File: config.mk
export PLATFORM = sky130hd
export DESIGN_NAME = ordered_key_value_table_flat
export DESIGN_NICKNAME = d
export VERILOG_FILES = /design/src/sv/okvt_pkg.sv /design/src/sv/okvt_req_if.sv /design/src/sv/okvt_rsp_if.sv /design/src/sv/okvt_cell.sv /design/src/sv/ordered_key_value_table.sv /design/src/flat_wrapper.sv
export SDC_FILE = /design/constraint.sdc
export NUM_CORES = 2
export LEC_CHECK = 0
export BUFFER_PORTS_ARGS = -buffer_cell sky130_fd_sc_hd__buf_2
export CORE_UTILIZATION = 45
export DETAILED_ROUTE_END_ITERATION = 6
export HOLD_SLACK_MARGIN = 0.12
export SYNTH_ARGS = -nofsm -noshare
export SYNTH_HDL_FRONTEND = slang
export SYNTH_SLANG_ARGS = --single-unit
File: constraint.sdc
create_clock -name clk -period 6.1 [get_ports clk]
set_input_delay 0.305 -clock clk [delete_from_list [all_inputs] [get_ports clk]]
set_output_delay 0.305 -clock clk [all_outputs]
set_load 0.05 [all_outputs]
File: src/sv/okvt_pkg.sv
package okvt_pkg;

    localparam int DEPTH = 16;
    localparam int KEY_W = 16;
    localparam int VAL_W = 32;
    localparam int POS_W = $clog2(DEPTH);
    localparam int CNT_W = $clog2(DEPTH + 1);
    localparam int CMD_W = 3;
    localparam int STS_W = 2;

    localparam logic [CMD_W-1:0] CMD_WRITE   = 3'd0;
    localparam logic [CMD_W-1:0] CMD_LOOKUP  = 3'd1;
    localparam logic [CMD_W-1:0] CMD_DELETE  = 3'd2;
    localparam logic [CMD_W-1:0] CMD_CLEAR   = 3'd3;
    localparam logic [CMD_W-1:0] CMD_READPOS = 3'd4;

    localparam logic [STS_W-1:0] STS_OK   = 2'd0;
    localparam logic [STS_W-1:0] STS_NEW  = 2'd1;
    localparam logic [STS_W-1:0] STS_MISS = 2'd2;
    localparam logic [STS_W-1:0] STS_FULL = 2'd3;

    typedef struct packed {
        logic used;
        logic load;
        logic shift;
    } cell_ctrl_t;

    typedef struct packed {
        logic             hit;
        logic [STS_W-1:0] status;
        logic [VAL_W-1:0] read_value;
        logic [KEY_W-1:0] read_key;
        logic [POS_W-1:0] entry_position;
        logic [CNT_W-1:0] entry_count;
    } result_t;

endpackage

File: src/sv/okvt_req_if.sv
interface okvt_req_if;
    logic                         valid;
    logic                         ready;
    logic [okvt_pkg::CMD_W-1:0]   command;
    logic [okvt_pkg::KEY_W-1:0]   key;
    logic [okvt_pkg::VAL_W-1:0]   write_value;
    logic [okvt_pkg::POS_W-1:0]   position;

    modport source (output valid, command, key, write_value, position, input ready);
    modport sink (input valid, command, key, write_value, position, output ready);
endinterface

File: src/sv/okvt_rsp_if.sv
interface okvt_rsp_if;
    logic                         valid;
    logic                         ready;
    logic                         hit;
    logic [okvt_pkg::STS_W-1:0]   status;
    logic [okvt_pkg::VAL_W-1:0]   read_value;
    logic [okvt_pkg::KEY_W-1:0]   read_key;
    logic [okvt_pkg::POS_W-1:0]   entry_position;
    logic [okvt_pkg::CNT_W-1:0]   entry_count;

    modport source (output valid, hit, status, read_value, read_key, entry_position,
                    entry_count, input ready);
    modport sink (input valid, hit, status, read_value, read_key, entry_position,
                  entry_count, output ready);
endinterface

File: src/sv/okvt_cell.sv
module okvt_cell (
    input  logic                       clk,
    input  okvt_pkg::cell_ctrl_t       ctrl,
    input  logic [okvt_pkg::KEY_W-1:0] new_key,
    input  logic [okvt_pkg::VAL_W-1:0] new_value,
    input  logic [okvt_pkg::KEY_W-1:0] next_key,
    input  logic [okvt_pkg::VAL_W-1:0] next_value,
    output logic [okvt_pkg::KEY_W-1:0] key,
    output logic [okvt_pkg::VAL_W-1:0] value,
    output logic                       match
);

    logic [okvt_pkg::KEY_W-1:0] key_reg;
    logic [okvt_pkg::VAL_W-1:0] value_reg;

    always_ff @(posedge clk)
    begin
        if (ctrl.load)
        begin
            key_reg   <= new_key;
            value_reg <= new_value;
        end
        else if (ctrl.shift)
        begin
            // close the gap left by a delete
            key_reg   <= next_key;
            value_reg <= next_value;
        end
    end

    assign key   = key_reg;
    assign value = value_reg;
    assign match = ctrl.used && (key_reg == new_key);

endmodule

File: src/sv/ordered_key_value_table.sv
// an accepted word waits in the command registers; in EXEC, once the output register is free or
// being taken, the compare-and-update pass over the cell row runs and the result is registered;
// new words enter only in idle; the output register lets one in while a result waits to be taken
// reset clears the entry count and handshake state; cell contents stay unknown until written
module ordered_key_value_table (
    input  logic       clk,
    input  logic       rst_n,
    okvt_req_if.sink   req,
    okvt_rsp_if.source rsp
);

    localparam logic ST_IDLE = 1'b0;
    localparam logic ST_EXEC = 1'b1;

    logic state_reg, state_next;
    logic [okvt_pkg::CNT_W-1:0] count_reg, count_next;
    logic out_valid_reg, out_valid_next;
    okvt_pkg::result_t result_reg, result_next;

    logic [okvt_pkg::CMD_W-1:0] cmd_reg;
    logic [okvt_pkg::KEY_W-1:0] key_reg;
    logic [okvt_pkg::VAL_W-1:0] wval_reg;
    logic [okvt_pkg::POS_W-1:0] pos_reg;

    okvt_pkg::cell_ctrl_t       ctrl [okvt_pkg::DEPTH];
    logic [okvt_pkg::KEY_W-1:0] cell_key [okvt_pkg::DEPTH];
    logic [okvt_pkg::VAL_W-1:0] cell_value [okvt_pkg::DEPTH];
    logic [okvt_pkg::DEPTH-1:0] match;

    logic                       accept;
    logic                       exec_go;
    logic                       any_hit;
    logic                       full;
    logic                       pos_ok;
    logic [okvt_pkg::POS_W-1:0] at_pos;
    logic [okvt_pkg::VAL_W-1:0] hit_value;

    assign accept  = req.valid && req.ready;
    assign exec_go = (state_reg == ST_EXEC) && (!out_valid_reg || rsp.ready);

    always_ff @(posedge clk)
    begin
        if (accept)
        begin
            cmd_reg  <= req.command;
            key_reg  <= req.key;
            wval_reg <= req.write_value;
            pos_reg  <= req.position;
        end
    end

    genvar g;
    generate
        for (g = 0; g < okvt_pkg::DEPTH; g++)
        begin : g_cell
            logic [okvt_pkg::KEY_W-1:0] nk;
            logic [okvt_pkg::VAL_W-1:0] nv;
            if (g + 1 < okvt_pkg::DEPTH)
            begin : g_mid
                assign nk = cell_key[g+1];
                assign nv = cell_value[g+1];
            end
            else
            begin : g_last
                assign nk = cell_key[g];
                assign nv = cell_value[g];
            end
            okvt_cell u_cell (
                .clk        (clk),
                .ctrl       (ctrl[g]),
                .new_key    (key_reg),
                .new_value  (wval_reg),
                .next_key   (nk),
                .next_value (nv),
                .key        (cell_key[g]),
                .value      (cell_value[g]),
                .match      (match[g])
            );
        end
    endgenerate

    // keys are unique, so at most one cell matches
    always_comb
    begin
        at_pos    = '0;
        hit_value = '0;
        for (int i = 0; i < okvt_pkg::DEPTH; i++)
        begin
            if (match[i])
            begin
                at_pos    = at_pos | okvt_pkg::POS_W'(i);
                hit_value = hit_value | cell_value[i];
            end
        end
    end

    assign any_hit = |match;
    assign full    = (count_reg == okvt_pkg::CNT_W'(okvt_pkg::DEPTH));
    assign pos_ok  = (okvt_pkg::CNT_W'(pos_reg) < count_reg);

    always_comb
    begin
        for (int i = 0; i < okvt_pkg::DEPTH; i++)
        begin
            ctrl[i].used  = okvt_pkg::CNT_W'(i) < count_reg;
            ctrl[i].load  = 1'b0;
            ctrl[i].shift = 1'b0;
            if (exec_go && cmd_reg == okvt_pkg::CMD_WRITE)
            begin
                if (any_hit)
                    ctrl[i].load = match[i];
                else
                    ctrl[i].load = !full && (okvt_pkg::CNT_W'(i) == count_reg);
            end
            if (exec_go && cmd_reg == okvt_pkg::CMD_DELETE && any_hit)
                ctrl[i].shift = okvt_pkg::POS_W'(i) >= at_pos;
        end
    end

    always_comb
    begin
        count_next  = count_reg;
        result_next = '0;
        case (cmd_reg)
            okvt_pkg::CMD_WRITE:
            begin
                if (any_hit)
                begin
                    result_next.hit            = 1'b1;
                    result_next.status         = okvt_pkg::STS_OK;
                    result_next.read_value     = wval_reg;
                    result_next.read_key       = key_reg;
                    result_next.entry_position = at_pos;
                end
                else if (!full)
                begin
                    result_next.status         = okvt_pkg::STS_NEW;
                    result_next.read_value     = wval_reg;
                    result_next.read_key       = key_reg;
                    result_next.entry_position = count_reg[okvt_pkg::POS_W-1:0];
                    count_next                 = count_reg + 1'b1;
                end
                else
                    result_next.status = okvt_pkg::STS_FULL;
            end
            okvt_pkg::CMD_LOOKUP, okvt_pkg::CMD_DELETE:
            begin
                if (any_hit)
                begin
                    result_next.hit            = 1'b1;
                    result_next.read_value     = hit_value;
                    result_next.read_key       = key_reg;
                    result_next.entry_position = at_pos;
                    if (cmd_reg == okvt_pkg::CMD_DELETE)
                        count_next = count_reg - 1'b1;
                end
                else
                    result_next.status = okvt_pkg::STS_MISS;
            end
            okvt_pkg::CMD_CLEAR:
            begin
                count_next = '0;
            end
            okvt_pkg::CMD_READPOS:
            begin
                result_next.entry_position = pos_reg;
                if (pos_ok)
                begin
                    result_next.hit        = 1'b1;
                    result_next.read_value = cell_value[pos_reg];
                    result_next.read_key   = cell_key[pos_reg];
                end
                else
                    result_next.status = okvt_pkg::STS_MISS;
            end
            default:
            begin
                count_next = count_reg;
            end
        endcase
        result_next.entry_count = count_next;
    end

    always_comb
    begin
        state_next     = state_reg;
        out_valid_next = out_valid_reg;
        if (rsp.ready)
            out_valid_next = 1'b0;
        case (state_reg)
            ST_IDLE:
            begin
                if (accept)
                    state_next = ST_EXEC;
            end
            ST_EXEC:
            begin
                if (exec_go)
                begin
                    state_next     = ST_IDLE;
                    out_valid_next = 1'b1;
                end
            end
            default:
            begin
                state_next = ST_IDLE;
            end
        endcase
    end

    always_ff @(posedge clk or negedge rst_n)
    begin
        if (!rst_n)
        begin
            state_reg     <= ST_IDLE;
            count_reg     <= '0;
            out_valid_reg <= 1'b0;
        end
        else
        begin
            state_reg     <= state_next;
            out_valid_reg <= out_valid_next;
            if (exec_go)
                count_reg <= count_next;
        end
    end

    always_ff @(posedge clk)
    begin
        if (exec_go)
            result_reg <= result_next;
    end

    assign req.ready          = (state_reg == ST_IDLE);
    assign rsp.valid          = out_valid_reg;
    assign rsp.hit            = result_reg.hit;
    assign rsp.status         = result_reg.status;
    assign rsp.read_value     = result_reg.read_value;
    assign rsp.read_key       = result_reg.read_key;
    assign rsp.entry_position = result_reg.entry_position;
    assign rsp.entry_count    = result_reg.entry_count;

endmodule

File: src/flat_wrapper.sv
// flat-port wrapper written by rule: the top's interface ports become plain ports
module ordered_key_value_table_flat 
  (clk, rst_n, req_valid, req_command, req_key, req_write_value, req_position, req_ready, rsp_valid, rsp_hit, rsp_status, rsp_read_value, rsp_read_key, rsp_entry_position, rsp_entry_count, rsp_ready);
  okvt_req_if req_i ();
  okvt_rsp_if rsp_i ();
  input  logic clk;
  input  logic rst_n;
  input wire logic [$bits(req_i.valid)-1:0] req_valid;
  input wire logic [$bits(req_i.command)-1:0] req_command;
  input wire logic [$bits(req_i.key)-1:0] req_key;
  input wire logic [$bits(req_i.write_value)-1:0] req_write_value;
  input wire logic [$bits(req_i.position)-1:0] req_position;
  output wire logic [$bits(req_i.ready)-1:0] req_ready;
  output wire logic [$bits(rsp_i.valid)-1:0] rsp_valid;
  output wire logic [$bits(rsp_i.hit)-1:0] rsp_hit;
  output wire logic [$bits(rsp_i.status)-1:0] rsp_status;
  output wire logic [$bits(rsp_i.read_value)-1:0] rsp_read_value;
  output wire logic [$bits(rsp_i.read_key)-1:0] rsp_read_key;
  output wire logic [$bits(rsp_i.entry_position)-1:0] rsp_entry_position;
  output wire logic [$bits(rsp_i.entry_count)-1:0] rsp_entry_count;
  input wire logic [$bits(rsp_i.ready)-1:0] rsp_ready;
  assign req_i.valid = req_valid;
  assign req_i.command = req_command;
  assign req_i.key = req_key;
  assign req_i.write_value = req_write_value;
  assign req_i.position = req_position;
  assign req_ready = req_i.ready;
  assign rsp_valid = rsp_i.valid;
  assign rsp_hit = rsp_i.hit;
  assign rsp_status = rsp_i.status;
  assign rsp_read_value = rsp_i.read_value;
  assign rsp_read_key = rsp_i.read_key;
  assign rsp_entry_position = rsp_i.entry_position;
  assign rsp_entry_count = rsp_i.entry_count;
  assign rsp_i.ready = rsp_ready;
  ordered_key_value_table u_core (.clk(clk), .rst_n(rst_n), .req(req_i), .rsp(rsp_i));
endmodule
==> results.cfg <==
[outcome]
outcome = finished with violations
violations = DRC

[place]
placedCellCount = 4812
hpwl_mm = 114
place.port_buffers = 120
gp_congestion = 0.973

[clock_tree]
clock_latency_ns = 0.72
cts_made_buffers = 100
postCtsHoldBufs = 59
clk_pin_slew_ns = 0.06
cts_resized = 0
cts_tree = yes
cts.sinks = 890
postCtsSetupBuffers = 0
h-tree-depth = 3
cts_root_buffer = clkbuf_16
cts_buffer_depth = 3

[die]
die_h_um = 336
dieArea_um2 = 113000
core-area_um2 = 111000
die_x_um = 336
rows = 122
io_pins = 121
initial_utilization_pct = 45.4

[power]
pwr_density_cell_nw_per_um2 = 299
peakVddDrop_mv = 0.222
power.total_mw = 17.0
leakagePower_nw = 17.8

[hold_path]
hold_class = input port to register

[yosys]
ys_types = 77
async_flop_share_pct = 0.787
synth_edf_count = 883
synth_area_leader_cell = edfxtp_1
synth_ff_type = edfxtp_1
ys_ff_latch = 890
netlist_instances = 3389
yosys_warnings = 0
synth_top_area_share_pct = 52.8
syn-num-nets = 3457
ys_seq_area_share_pct = 53.1
synth_area_per_cell_um2 = 14.8
syn_area_um2 = 50300
ys_top_cells_by_area = edfxtp_1, mux2_2, mux4_2, xnor2_1, a22oi_1

[sta]
hold_viol_final = 0
setup_viol = 0
finalClockSkew_ns = 0.0321
final_max_slew_viol_count = 0
maxSlewHeadroom_pct = 9.42
rsz0062_at_grt = no
fmax_ghz = 0.182
tightest_slew_ns = 1.36
tns_ns = 0
min_period_ns = 5.50
fin_crit_sh_pct = 90.2

[routing]
vias_per_cell = 7.02
wl_met2_mm = 84.3
drt-met1-wl_mm = 73.5
top_layer = met5
vias = 35400
drc = 2
routedWlPerCell_um = 37.6
firstDrtPassIters = 7
dr_wl_met3_mm = 22.6
drt_wl_total_mm = 190
drt_iter0_drc = 5348
drtAntennaViolNets = 0

[critical_path]
required_ns = 6.47
arrival_ns = 5.87
crit_path_end_kind = register
path_max_fanout = 21
critPathLaunchType = register
crit_type = register to register

[grt]
first_global_vias = 35000
grt_util_all_layers_pct = 33.4
grt_pass1_wl_mm = 268
grt_max_degree = 88
grt_overflow = 0
antenna_found_initial = 11

[cells_and_area]
fillers = 9134
ff_latch_area_um2 = 26700
drive_gt1_share_pct = 38.0
final_util_pct = 51.4
layout_commonest_cell = edfxtp_1
final_cell_mix = edfxtp_1, mux2_2, mux4_2, xnor2_1, a22oi_1
fin_cells = 5051
largest_reg_flops = 512
fin_nets = 3553
multi_input_area_um2 = 22500
area_delta_synth_final_pct = 13.2

[run]
cap_violations = 0
==> critical path, stage by stage (launching register included) <==
cell and delay (ns):
edfxtp_1 1.04, buf_4 0.42, xor2_1 0.27, nor4_1 0.09, nand2_1 0.13, nor4_4 0.05, nor4_1 0.48, nand3_1 0.36
nor2_1 0.58, a31oi_1 0.23, o22ai_4 1.01, buf_4 0.46
==> cell type report <==
class / count / area share (%)
diodes: 1 / 0.00440
clock buffers: 128 / 4.71
clock inverters: 51 / 1.06
inverters: 16 / 0.110
multi-input cells: 2173 / 39.6
flip-flops and latches: 890 / 46.9
well taps: 1488 / 3.27
repair buffers: 304 / 4.36
==> cell families after synthesis <==
group	after synthesis	synth area share, %
buf+inv	326	3.01
flops	890	53.1
compound gates	422	6.40
mux	961	27.1
fa+ha+maj	9	0.224
simple gates	523	5.67
xor+xnor	258	4.50
==> metrics by stage <==
stage | hold slack (ns) | cell area [µm²] | setup WS [ns]
floorplan | 0.00941 | 50300 | 0.342
global placement | 0.157 | 53000 | 0.788
detailed placement | 0.165 | 53000 | 0.680
CTS | 0.269 | 56900 | 0.761
global route | 0.299 | 56900 | 0.425
finish | 0.294 | 56900 | 0.597
==> power by group <==
part,leakage (nW),internal [mW],switching (mW)
clock network,1.59,3.57,2.63
registers,8.10,7.00,0.371
logic,8.10,1.14,2.30
total,17.8,11.7,5.30
==> final timing paths <==
check | slack (ns) | end | from | cells after the start
setup reg to reg | 0.60 | u_core.g_cell[10].u_cell.key[0]$_DFFE_PP_ | u_core.key_reg[8]$_DFFE_PP_ | 11
max in group asynchronous | 5.22 | u_core.state_reg$_DFF_PN0_ | rst_n | 3
hold reg to reg | 0.52 | u_core.rsp.valid$_DFF_PN0_ | u_core.rsp.valid$_DFF_PN0_ | 2
setup / recovery | 0.60 | u_core.g_cell[10].u_cell.key[0]$_DFFE_PP_ | u_core.key_reg[8]$_DFFE_PP_ | 11
hold / removal | 0.29 | u_core.wval_reg[5]$_DFFE_PP_ | req_write_value[5] | 2
min in group asynchronous | 0.60 | u_core.count_reg[4]$_DFFE_PN0P_ | rst_n | 3
==> per-layer routing <==
layer	global-route usage (%)	vias up
met3	7.70	588
met1	46.1	18300
met5	0	-
met2	49.7	2670
li1	-	13900
met4	16.1	6
==> synthesized netlist by cell type, drive strengths merged (19+ instances only) <==
cell type	instances
edfxtp	883
mux2	720
mux4	240
xnor2	222
a22oi	203
clkbuf	160
buf	150
nand4	126
nand2	110
nor2	85
nand3	55
a22o	46
o211ai	39
xor2	36
nor3	35
a221oi	29
a21oi	26
nor4	19
No activity file was read; power rests on OpenSTA's default activity.
